==> src/rtl/mcsod_pkg.sv <==
// Package for the multi-chain shift-out driver.
// Holds the field widths, the command codes and the store write control struct.
// No dependencies.
`default_nettype none

package mcsod_pkg;

  localparam int N_REGS_DEF   = 4;
  localparam int CHAINS_DEF   = 4;

  localparam int CFG_W        = 3;
  localparam logic [CFG_W-1:0] CFG_LEN_RESET = 3'd4;

  localparam int CMD_W        = 2;
  localparam int CHAIN_W      = 2;
  localparam int BIT_IDX_W    = 5;
  localparam int REG_IDX_W    = 2;
  localparam int BYTE_W       = 8;
  localparam int DATA_LINES_W = 4;

  typedef enum logic [CMD_W-1:0] {
    CMD_SET_BIT  = 2'd0,
    CMD_WR_BYTE  = 2'd1,
    CMD_FILL     = 2'd2,
    CMD_LOAD     = 2'd3
  } cmd_t;

  // One write to the byte image. The bit and byte enables are already qualified by range.
  typedef struct packed {
    logic                 bit_en;
    logic                 byte_en;
    logic                 fill_en;
    logic [CHAIN_W-1:0]   chain;
    logic [REG_IDX_W-1:0] reg_sel;
    logic [2:0]           bit_pos;
    logic [BYTE_W-1:0]    value;
  } wr_ctl_t;

endpackage

`default_nettype wire

==> src/rtl/mcsod_store.sv <==
// Byte image of all chains, held in flip-flops and cleared at reset.
// Takes one write per cycle and returns one byte of every chain at a read index.
// Depends on mcsod_pkg.
`default_nettype none

module mcsod_store #(
  parameter int N_REGS = mcsod_pkg::N_REGS_DEF,
  parameter int CHAINS = mcsod_pkg::CHAINS_DEF,
  localparam int RIW   = (N_REGS > 1) ? $clog2(N_REGS) : 1
) (
  input  wire logic                     clk,
  input  wire logic                     rst_n,
  input  wire mcsod_pkg::wr_ctl_t       wr,
  input  wire logic [RIW-1:0]           rd_idx,
  output logic [CHAINS-1:0][7:0]        rd_bytes
);

  logic [CHAINS-1:0][N_REGS-1:0][7:0] store_r;
  logic [CHAINS-1:0][N_REGS-1:0][7:0] store_nxt;

  always_comb begin
    store_nxt = store_r;
    for (int c = 0; c < CHAINS; c++) begin
      for (int r = 0; r < N_REGS; r++) begin
        if (wr.fill_en) begin
          store_nxt[c][r] = (wr.value != 8'd0) ? 8'hFF : 8'h00;
        end else if ((4'(wr.chain) == 4'(c)) && (4'(wr.reg_sel) == 4'(r))) begin
          if (wr.byte_en) begin
            store_nxt[c][r] = wr.value;
          end else if (wr.bit_en) begin
            store_nxt[c][r][wr.bit_pos] = (wr.value != 8'd0);
          end
        end
      end
    end
  end

  always_ff @(posedge clk) begin
    if (!rst_n) begin
      store_r <= '0;
    end else begin
      store_r <= store_nxt;
    end
  end

  always_comb begin
    for (int c = 0; c < CHAINS; c++) begin
      rd_bytes[c] = store_r[c][rd_idx];
    end
  end

endmodule

`default_nettype wire

==> src/rtl/mcsod_shifter.sv <==
// One 8-bit shift register per data line, loaded with a byte of each chain
// and shifted out MSB first. Depends on mcsod_pkg.
`default_nettype none

module mcsod_shifter #(
  parameter int CHAINS = mcsod_pkg::CHAINS_DEF
) (
  input  wire logic                                   clk,
  input  wire logic                                   load,
  input  wire logic                                   shift,
  input  wire logic [CHAINS-1:0][7:0]                 bytes_in,
  output logic [mcsod_pkg::DATA_LINES_W-1:0]          msb_bits
);

  // Chains beyond the data lines are never seen, so they get no lane.
  localparam int NL = (CHAINS < mcsod_pkg::DATA_LINES_W) ? CHAINS
                                                         : mcsod_pkg::DATA_LINES_W;

  logic [NL-1:0][7:0] lane_r;
  logic [NL-1:0][7:0] lane_nxt;

  always_comb begin
    lane_nxt = lane_r;
    for (int l = 0; l < NL; l++) begin
      if (load) begin
        lane_nxt[l] = bytes_in[l];
      end else if (shift) begin
        lane_nxt[l] = {lane_r[l][6:0], 1'b0};
      end
    end
  end

  always_ff @(posedge clk) begin
    lane_r <= lane_nxt;
  end

  always_comb begin
    msb_bits = '0;
    for (int l = 0; l < NL; l++) begin
      msb_bits[l] = lane_r[l][7];
    end
  end

endmodule

`default_nettype wire

==> src/rtl/multi_chain_shift_out_driver_unit.sv <==
// Multi-chain shift-out driver: top level with the command decode, the load
// sequencer and the output register. Depends on mcsod_pkg, mcsod_store, mcsod_shifter.
//
// Use: commands arrive as beats on the in_ channel (kind in in_tuser). Bit, byte
// and fill writes update the byte image and produce no beat.
// A load plays out chain_length*8 shift beats, one data bit per chain in
// out_tdata, from the highest register in use down and MSB first, and then one
// latch beat with out_tlast high. The per-chain 8-bit shifters give one bit a
// cycle whenever the output register can take a beat. Writes are accepted
// every cycle while no load is playing out. While a load is playing out
// in_tready is low; it returns high once the latch beat sits in the output
// register. When out_tready is low the output register holds its beat and the
// sequence pauses without loss. cfg_ready is always high; chain_length is
// saturated to 1..N_REGS. Reset clears the image, sets chain_length to 4 and
// empties the output register.
`default_nettype none

module multi_chain_shift_out_driver_unit #(
  parameter int N_REGS = mcsod_pkg::N_REGS_DEF,
  parameter int CHAINS = mcsod_pkg::CHAINS_DEF
) (
  input  wire logic        clk,
  input  wire logic        rst_n,
  // Command channel.
  input  wire logic        in_tvalid,
  output logic             in_tready,
  input  wire logic [23:0] in_tdata,  // chain_sel[1:0], bit_index[6:2], reg_index[8:7],
                                      // write_value[16:9], zero fill above
  input  wire logic [1:0]  in_tuser,  // cmd[1:0]
  // Result channel.
  output logic             out_tvalid,
  input  wire logic        out_tready,
  output logic [7:0]       out_tdata, // data_lines[3:0], zero fill above
  output logic [1:0]       out_tuser, // shift_pulse[0], latch_pulse[1]
  output logic             out_tlast,
  // Configuration.
  input  wire logic        cfg_valid,
  output logic             cfg_ready,
  input  wire logic [2:0]  cfg_data   // chain_length
);

  localparam int RIW = (N_REGS > 1) ? $clog2(N_REGS) : 1;
  localparam int DW  = mcsod_pkg::DATA_LINES_W;

  typedef enum logic [2:0] {
    ST_IDLE  = 3'b001,
    ST_SHIFT = 3'b010,
    ST_LATCH = 3'b100
  } state_t;

  state_t                          state_r, state_nxt;
  logic [mcsod_pkg::CFG_W-1:0]     cfg_len_r;
  logic [RIW-1:0]                  reg_cnt_r, reg_cnt_nxt;
  logic [2:0]                      bit_cnt_r, bit_cnt_nxt;
  logic                            out_valid_r, out_valid_nxt;
  logic [DW-1:0]                   out_data_r, out_data_nxt;
  logic                            out_shift_r, out_shift_nxt;
  logic                            out_latch_r, out_latch_nxt;

  mcsod_pkg::cmd_t                 cmd;
  logic [mcsod_pkg::CHAIN_W-1:0]   chain_sel;
  logic [mcsod_pkg::BIT_IDX_W-1:0] bit_index;
  logic [mcsod_pkg::REG_IDX_W-1:0] reg_index;
  logic [7:0]                      write_value;
  logic                            in_acc;
  logic [mcsod_pkg::CFG_W-1:0]     eff_len;
  logic [RIW-1:0]                  len_m1;
  logic                            chain_ok;
  mcsod_pkg::wr_ctl_t              wr;
  logic [RIW-1:0]                  rd_idx;
  logic [CHAINS-1:0][7:0]          rd_bytes;
  logic                            slot_free;
  logic                            sh_load;
  logic                            sh_shift;
  logic [DW-1:0]                   msb_bits;

  assign cmd         = mcsod_pkg::cmd_t'(in_tuser);
  assign chain_sel   = in_tdata[1:0];
  assign bit_index   = in_tdata[6:2];
  assign reg_index   = in_tdata[8:7];
  assign write_value = in_tdata[16:9];

  assign in_tready = (state_r == ST_IDLE);
  assign in_acc    = in_tvalid && in_tready;
  assign cfg_ready = 1'b1;
  assign slot_free = !out_valid_r || out_tready;

  always_ff @(posedge clk) begin
    if (!rst_n) begin
      cfg_len_r <= mcsod_pkg::CFG_LEN_RESET;
    end else if (cfg_valid) begin
      cfg_len_r <= cfg_data;
    end
  end

  always_comb begin
    if (cfg_len_r == '0) begin
      eff_len = mcsod_pkg::CFG_W'(1);
    end else if (cfg_len_r > mcsod_pkg::CFG_W'(N_REGS)) begin
      eff_len = mcsod_pkg::CFG_W'(N_REGS);
    end else begin
      eff_len = cfg_len_r;
    end
  end
  assign len_m1 = RIW'(eff_len - mcsod_pkg::CFG_W'(1));

  assign chain_ok = (4'(chain_sel) < 4'(CHAINS));

  always_comb begin
    wr.bit_en  = in_acc && (cmd == mcsod_pkg::CMD_SET_BIT) && chain_ok
                 && ({1'b0, bit_index[4:3]} < eff_len);
    wr.byte_en = in_acc && (cmd == mcsod_pkg::CMD_WR_BYTE) && chain_ok
                 && ({1'b0, reg_index} < eff_len);
    wr.fill_en = in_acc && (cmd == mcsod_pkg::CMD_FILL);
    wr.chain   = chain_sel;
    wr.reg_sel = (cmd == mcsod_pkg::CMD_SET_BIT) ? bit_index[4:3] : reg_index;
    wr.bit_pos = bit_index[2:0];
    wr.value   = write_value;
  end

  // The first byte comes from the top register; later ones one register lower.
  assign rd_idx   = (state_r == ST_IDLE) ? len_m1 : reg_cnt_r - RIW'(1);
  assign sh_shift = (state_r == ST_SHIFT) && slot_free;
  assign sh_load  = (in_acc && (cmd == mcsod_pkg::CMD_LOAD))
                    || (sh_shift && (bit_cnt_r == 3'd7) && (reg_cnt_r != '0));

  mcsod_store #(
    .N_REGS (N_REGS),
    .CHAINS (CHAINS)
  ) u_store (
    .clk      (clk),
    .rst_n    (rst_n),
    .wr       (wr),
    .rd_idx   (rd_idx),
    .rd_bytes (rd_bytes)
  );

  mcsod_shifter #(
    .CHAINS (CHAINS)
  ) u_shifter (
    .clk      (clk),
    .load     (sh_load),
    .shift    (sh_shift),
    .bytes_in (rd_bytes),
    .msb_bits (msb_bits)
  );

  always_comb begin
    state_nxt   = state_r;
    reg_cnt_nxt = reg_cnt_r;
    bit_cnt_nxt = bit_cnt_r;
    case (state_r)
      ST_IDLE: begin
        if (in_acc && (cmd == mcsod_pkg::CMD_LOAD)) begin
          state_nxt   = ST_SHIFT;
          reg_cnt_nxt = len_m1;
          bit_cnt_nxt = 3'd0;
        end
      end
      ST_SHIFT: begin
        if (slot_free) begin
          bit_cnt_nxt = bit_cnt_r + 3'd1;
          if (bit_cnt_r == 3'd7) begin
            if (reg_cnt_r == '0) begin
              state_nxt = ST_LATCH;
            end else begin
              reg_cnt_nxt = reg_cnt_r - RIW'(1);
            end
          end
        end
      end
      ST_LATCH: begin
        if (slot_free) begin
          state_nxt = ST_IDLE;
        end
      end
      default: begin
        state_nxt = ST_IDLE;
      end
    endcase
  end

  always_comb begin
    out_valid_nxt = out_valid_r;
    out_data_nxt  = out_data_r;
    out_shift_nxt = out_shift_r;
    out_latch_nxt = out_latch_r;
    if (slot_free) begin
      out_valid_nxt = 1'b0;
      if (state_r == ST_SHIFT) begin
        out_valid_nxt = 1'b1;
        out_data_nxt  = msb_bits;
        out_shift_nxt = 1'b1;
        out_latch_nxt = 1'b0;
      end else if (state_r == ST_LATCH) begin
        out_valid_nxt = 1'b1;
        out_data_nxt  = '0;
        out_shift_nxt = 1'b0;
        out_latch_nxt = 1'b1;
      end
    end
  end

  always_ff @(posedge clk) begin
    if (!rst_n) begin
      state_r     <= ST_IDLE;
      reg_cnt_r   <= '0;
      bit_cnt_r   <= '0;
      out_valid_r <= 1'b0;
    end else begin
      state_r     <= state_nxt;
      reg_cnt_r   <= reg_cnt_nxt;
      bit_cnt_r   <= bit_cnt_nxt;
      out_valid_r <= out_valid_nxt;
    end
  end

  always_ff @(posedge clk) begin
    out_data_r  <= out_data_nxt;
    out_shift_r <= out_shift_nxt;
    out_latch_r <= out_latch_nxt;
  end

  assign out_tvalid = out_valid_r;
  assign out_tdata  = {{(8 - DW){1'b0}}, out_data_r};
  assign out_tuser  = {out_latch_r, out_shift_r};
  assign out_tlast  = out_latch_r;

endmodule

`default_nettype wire

==> config.mk <==
export PLATFORM = sky130hd
export DESIGN_NAME = multi_chain_shift_out_driver_unit
export DESIGN_NICKNAME = d
export VERILOG_FILES = /design/src/rtl/mcsod_pkg.sv /design/src/rtl/mcsod_store.sv /design/src/rtl/mcsod_shifter.sv /design/src/rtl/multi_chain_shift_out_driver_unit.sv
export SDC_FILE = /design/constraint.sdc
export NUM_CORES = 1
export LEC_CHECK = 0
export BUFFER_PORTS_ARGS = -buffer_cell sky130_fd_sc_hd__buf_2
export CAP_MARGIN = 20
export CORE_UTILIZATION = 45
export CTS_CLUSTER_DIAMETER = 120
export DETAILED_ROUTE_END_ITERATION = 10
export PLACE_DENSITY = 0.68
export SLEW_MARGIN = 20
export SYNTH_ARGS = -nofsm -noshare
export SYNTH_HDL_FRONTEND = slang
export SYNTH_SLANG_ARGS = --single-unit
==> constraint.sdc <==
create_clock -name clk -period 6.46 [get_ports clk]
set_clock_uncertainty 0.2 [all_clocks]
set_input_delay 1.615 -clock clk [delete_from_list [all_inputs] [get_ports clk]]
set_output_delay 1.615 -clock clk [all_outputs]
set_load 0.02 [all_outputs]
**Yosys cells after proc, flatten, opt, wreduce, memory -nomap -nowiden**

Index checks and enable logic that the tools add are counted.

- Output and inout bits: 14
- Word-level logic and storage cells: 256
- Bits of input ports: 34
- Register bits: 178

- Muxes and demuxes: 123
- Order comparisons: 6
- Add/subtract/negate cells: 3
- Reductions and logical operators: 77
- Eq/ne operators: 19

Operators by type and width:

| cell | number |
|---|---|
| two-way mux 8 bit | 77 |
| bitwise mux 8 bit | 16 |
| binary-select mux 8 bit (select 2 bit) | 4 |
| nonzero test 2 bit | 20 |
| AND reduction 2 bit | 17 |
| logical AND 1 bit | 27 |
| two-way mux 3 bit | 9 |
| == test 2 bit (second input constant) | 6 |
| two-way mux 2 bit | 6 |
| AND reduction 5 bit | 2 |
| one-hot mux 3 bit (3 select lines) | 1 |
| zero test 2 bit | 4 |
| two-way mux 4 bit | 2 |
| nonzero test 8 bit | 1 |
| == test 2 x 1 -> 1 bit (second input constant) | 3 |
| == test 3 bit (second input constant) | 2 |
| < comparator 2 x 3 -> 1 bit | 2 |
| inequality test 2 x 1 -> 1 bit (second input constant) | 3 |
| inequality test 2 bit (second input constant) | 3 |
| one-hot mux 3 bit (2 select lines) | 1 |
| two-way mux 1 bit | 5 |
| < comparator 3 x 4 -> 1 bit (second input constant) | 1 |
| one-hot mux 2 bit (2 select lines) | 1 |
| subtractor 2 x 1 -> 2 bit (second input constant) | 2 |
| other kinds (12) | 13 |

**Depth between registers and ports, before layout**

- Depth in word-level cells: 9
- Depth in mapped cells: 10
- Depth with buffers taken out: 8

**Hierarchy**

A second synthesis with hierarchy kept.

- Cell total of the unflattened synthesis: 740
- Area total of the unflattened synthesis: 9,006.1 sq um

By module, submodules not included:

| module | cells an instance | instances | seq. area each (sq um) | area each (sq um) |
|---|---|---|---|---|
| mcsod_store | 553 | 1 | 2,562.5 | 6,431.2 |
| mcsod_shifter | 73 | 1 | 960.9 | 1,493.9 |
| multi_chain_shift_out_driver_unit | 114 | 1 | 420.4 | 1,081.0 |

**Worst setup path before layout**

OpenSTA, ideal clock, no wires.

- Kind: input-to-reg
- From: input in_tuser[1]
- To: register u_shifter.lane_r[0] in the netlist's numbering (enable)
- Arrival: 3,230 ps
- Setup slack: 2,642 ps
- Library setup time: 388 ps
- Buffers on the path: 2
- Required time: 5,872 ps
- Stages: 6
- Cells stage by stage: clkbuf_1 buf_1 nand3_1 nor2_1 a21oi_1 inv_1

- Longest elaborated chain between the ends: 4

Ends and longest elaborated chain:

| element | RTL line | RTL |
|---|---|---|
| start, declared | multi_chain_shift_out_driver_unit.sv:29 | `input wire logic [1:0] in_tuser,` |
| == test 2 bit | multi_chain_shift_out_driver_unit.sv:124 | `assign sh_load = (in_acc && (cmd == mcsod_pkg::CMD_LOAD))` |
| logical AND 1 bit | multi_chain_shift_out_driver_unit.sv:124 |  |
| logical OR 1 bit | multi_chain_shift_out_driver_unit.sv:125 | `\|\| (sh_shift && (bit_cnt_r == 3'd7) && (reg_cnt_r != '0));` |
| nonzero test 2 bit (no source line) | n/a |  |
| end signal, assigned | mcsod_shifter.sv:34 | `lane_r <= lane_nxt;` |
| end, declared | mcsod_shifter.sv:19 | `logic [NL-1:0][7:0] lane_r;` |

No other way between the ends.
A chain may end at the register's enable or synchronous reset.

**Worst setup path after layout**

- From: input in_tdata[8]
- To: register u_store.store_r[5] in the netlist's numbering

- Longest elaborated chain between the ends: 5
- Elaborated cells between the ends (all ways): 11
- Classes of those cells: 1 x order compare; 4 x mux; 6 x reduce/logical

Ends and longest elaborated chain:

| element | RTL line | RTL |
|---|---|---|
| start, declared | multi_chain_shift_out_driver_unit.sv:27 | `input wire logic [23:0] in_tdata,` |
| < comparator 2 x 3 -> 1 bit or two-way mux 2 bit (tied branches) | multi_chain_shift_out_driver_unit.sv:113, multi_chain_shift_out_driver_unit.sv:116 |  |
| logical AND 1 bit or zero test 2 bit (tied branches) | multi_chain_shift_out_driver_unit.sv:113, mcsod_store.sv:27 |  |
| two-way mux 8 bit or logical AND 1 bit (tied branches) | mcsod_store.sv:28, mcsod_store.sv:27 |  |
| two-way mux 8 bit or nonzero test 2 bit (tied branches) | n/a |  |
| two-way mux 8 bit or AND reduction 2 bit (tied branches) | n/a |  |
| end signal, assigned | mcsod_store.sv:42 | `store_r <= store_nxt;` |
| end, declared | mcsod_store.sv:18 | `logic [CHAINS-1:0][N_REGS-1:0][7:0] store_r;` |

Parallel ways exist; a longest one is shown, timed or not. The select of a mux whose other input is x is not followed.

==> results.toml <==
[outcome]
run_status = "finished clean"

[sta]
finalSetupTns_ps = 0
worst_slew_pin_slew_ps = 1120
hold_viol = 0
min_period_ps = 3890
setup_viol = 0
grt_setup_unrepaired = "false"
fin_crit_sh_pct = 60.2
fmax_ghz = 0.257
fin_ws_ps = 2570
slew_viol_final = 0
max_slew_margin_pct = 25.3

[clock_network]
postCtsSetupBuffers = 0
cts_tree = "yes"
cts_buffer_depth = 2
cts_made_buffers = 17
cts_resized = 0
postCtsHoldBufs = 0
cts.sinks = 178
htreeDepth = 4
cts-root-buf = "clkbuf_16"
worstSkewPairLatency_ps = 440
clk_pin_slew_worst_paths_ps = 70

[power]
fin_total_pwr_mw = 2.77
power_leakage_nw = 3.20
peakVddDrop_mv = 0.206
p_per_area_mw_per_mm2 = 312

[drt]
dr.pass1.iters = 5
dr_total_vias = 6690
wl_per_cell_um = 19.1
totalWireLength_mm = 20.9
drtIter0Drc = 588
drc_errors = 0
detail-route-antenna-nets = 0
viasPerCell = 6.12

[min_path]
min_path_cells = 2
worstHoldPathType = "flip-flop to flip-flop"

[setup_path]
rr_worst_depth = 8
endpoint_kind = "flip-flop"
crit_path_max_incr_delay_ps = 740
cp_cell_sequence = "buf_2 -> ha_1 -> nor2_1 -> a211oi_2 -> or2_2 -> o211ai_2 -> a211oi_1"
crit_required_ps = 6600
cpMaxStageDelayCell = "a211oi_2"
arrival_ps = 4030
path_class = "primary input to flip-flop"
start_kind = "primary input"
cp_max_fo = 16

[flow_run]
cap_viol_max_count = 0

[grt]
first_global_vias = 6127
grt_start_max_net_pins = 49
grt.total_usage_pct = 23.7
antenna_found_initial = 0
gr-total-overflow = 0
grt_pass1_wl_mm = 33.3

[synthesis]
ys_warn_count = 0
synth_edf_count = 38
yosys.area.top_type_share_pct = 35.1
ys_seq_elements = 178
synth_most_common_cell = "a21oi_1"
syn_area_mm2 = 0.00799
dominantRegCellSynth = "dfxtp_1"
synth_area_per_cell_um2 = 9.29
async_flop_share_pct = 0
syn-instance-count = 860
synthTopCellsByArea = "dfxtp_1 35%, a21oi_1 15%, edfxtp_1 14%, a211oi_1 6.9%, mux2i_1 4.9%"
yosysSeqAreaShare_pct = 49.4
synth_cell_types = 50
synth_top_area_cell = "dfxtp_1"
synth_commonest_cells = "233 x a21oi_1, 140 x dfxtp_1, 73 x a211oi_1, 73 x nor2_1, 39 x mux2i_1"

[floorplan]
start_util_pct = 46.2
die_h_um = 135
io_pins = 48
die-area_mm2 = 0.0183
fp.coreArea_mm2 = 0.0173
num_rows = 48
die_w_um = 135

[place]
dp.cells = 1062
gp_congestion = 0.829
dp_hpwl_mm = 12.9
dp_slack_ps = 2140
port_buffers = 35

[final_layout]
fillers = 1584
fin_nets = 895
stdcell_count = 1094
drive_gt1_share_pct = 14.5
areaGrowthSynthToFinish_pct = 11.3
worst paths after layout:
kind         slack (ps)            endpoint    startpoint
max                2570  u_store.store_r[5]   in_tdata[8]
max reg2reg        3170  u_store.store_r[5]  cfg_len_r[2]
min reg2reg         260        bit_cnt_r[2]  bit_cnt_r[2]
min                 260        bit_cnt_r[2]  bit_cnt_r[2]
layer usage:
layer	vias up	share of wire (%)	global-route usage [%]
li1	3160	-	-
met1	3275	46	33.5
met2	232	46	37.4
met3	23	6.5	3.59
met4	0	1.4	7.18
met5	-	0	0
final cells by class:
| type | instances | area, um2 | area share, % |
|---|---|---|---|
| Sequential cell | 178 | 3940 | 44.3 |
| Timing Repair Buffer | 49 | 293 | 3.29 |
| Clock buffer | 21 | 460 | 5.18 |
| Multi-Input combinational cell | 600 | 3720 | 41.8 |
| Antenna cell | 1 | 2.50 | 0.0281 |
| Inverter | 10 | 37.5 | 0.422 |
| Tap cell | 225 | 282 | 3.16 |
| Clock inverter | 10 | 156 | 1.76 |
sequential cells by signal (all words and copies together), names as in the netlist:
name and count:
out_shift_r 1, u_shifter.msb_bits 4, cfg_len_r 3, out_data_r 4
out_tlast 1, state_r 3, bit_cnt_r 3, out_tvalid 1
reg_cnt_r 2, u_store.store_r 128, u_shifter.lane_r 28
stage by stage:
step	hold slack (ps)	area, um2	utilization (%)
after floorplan	236	8000	-
after global placement	244	8260	47.7
after detailed placement	254	8280	47.8
after CTS	264	8890	51.4
after global routing	293	8890	51.4
final	264	8900	51.4
cell families (layout without fill, tap and decap cells):
family	after synthesis	count (layout)	share of synthesized area [%]
other	2	6	0.0940
multiplexers	40	40	5.03
buffers and inverters	85	90	5.12
adder cells (fa/ha/maj)	5	5	0.783
XOR/XNOR	1	1	0.110
AND/OR/NAND/NOR	191	191	12.3
flip-flops	178	178	49.4
AO/OA/AOI/OAI	358	358	27.2
layout by cell type (no fill, tap or decap), drive strengths merged, types with 20 or more instances in the layout:
cell type and n:
or2 20, dfxtp 140, edfxtp 38, nor3 20, clkbuf 21, buf 49
a211oi 74, and3 28, a21oi 234, mux2i 39, nor2 73
report_power, final:
part           switching [mW]  internal [mW]  total [mW]  leakage, nW
Clock                   0.425          0.664        1.09        0.299
Sequential             0.0526           1.24        1.30         1.49
Combinational           0.250          0.138       0.388         1.41
critical path: cells and delay by family:
kind	cells	cell delay, ps
fa+ha+maj	1	270
buf+inv	1	120
simple gates	2	550
compound gates	3	1470
Note: power is estimated with default switching activity, not from simulation.
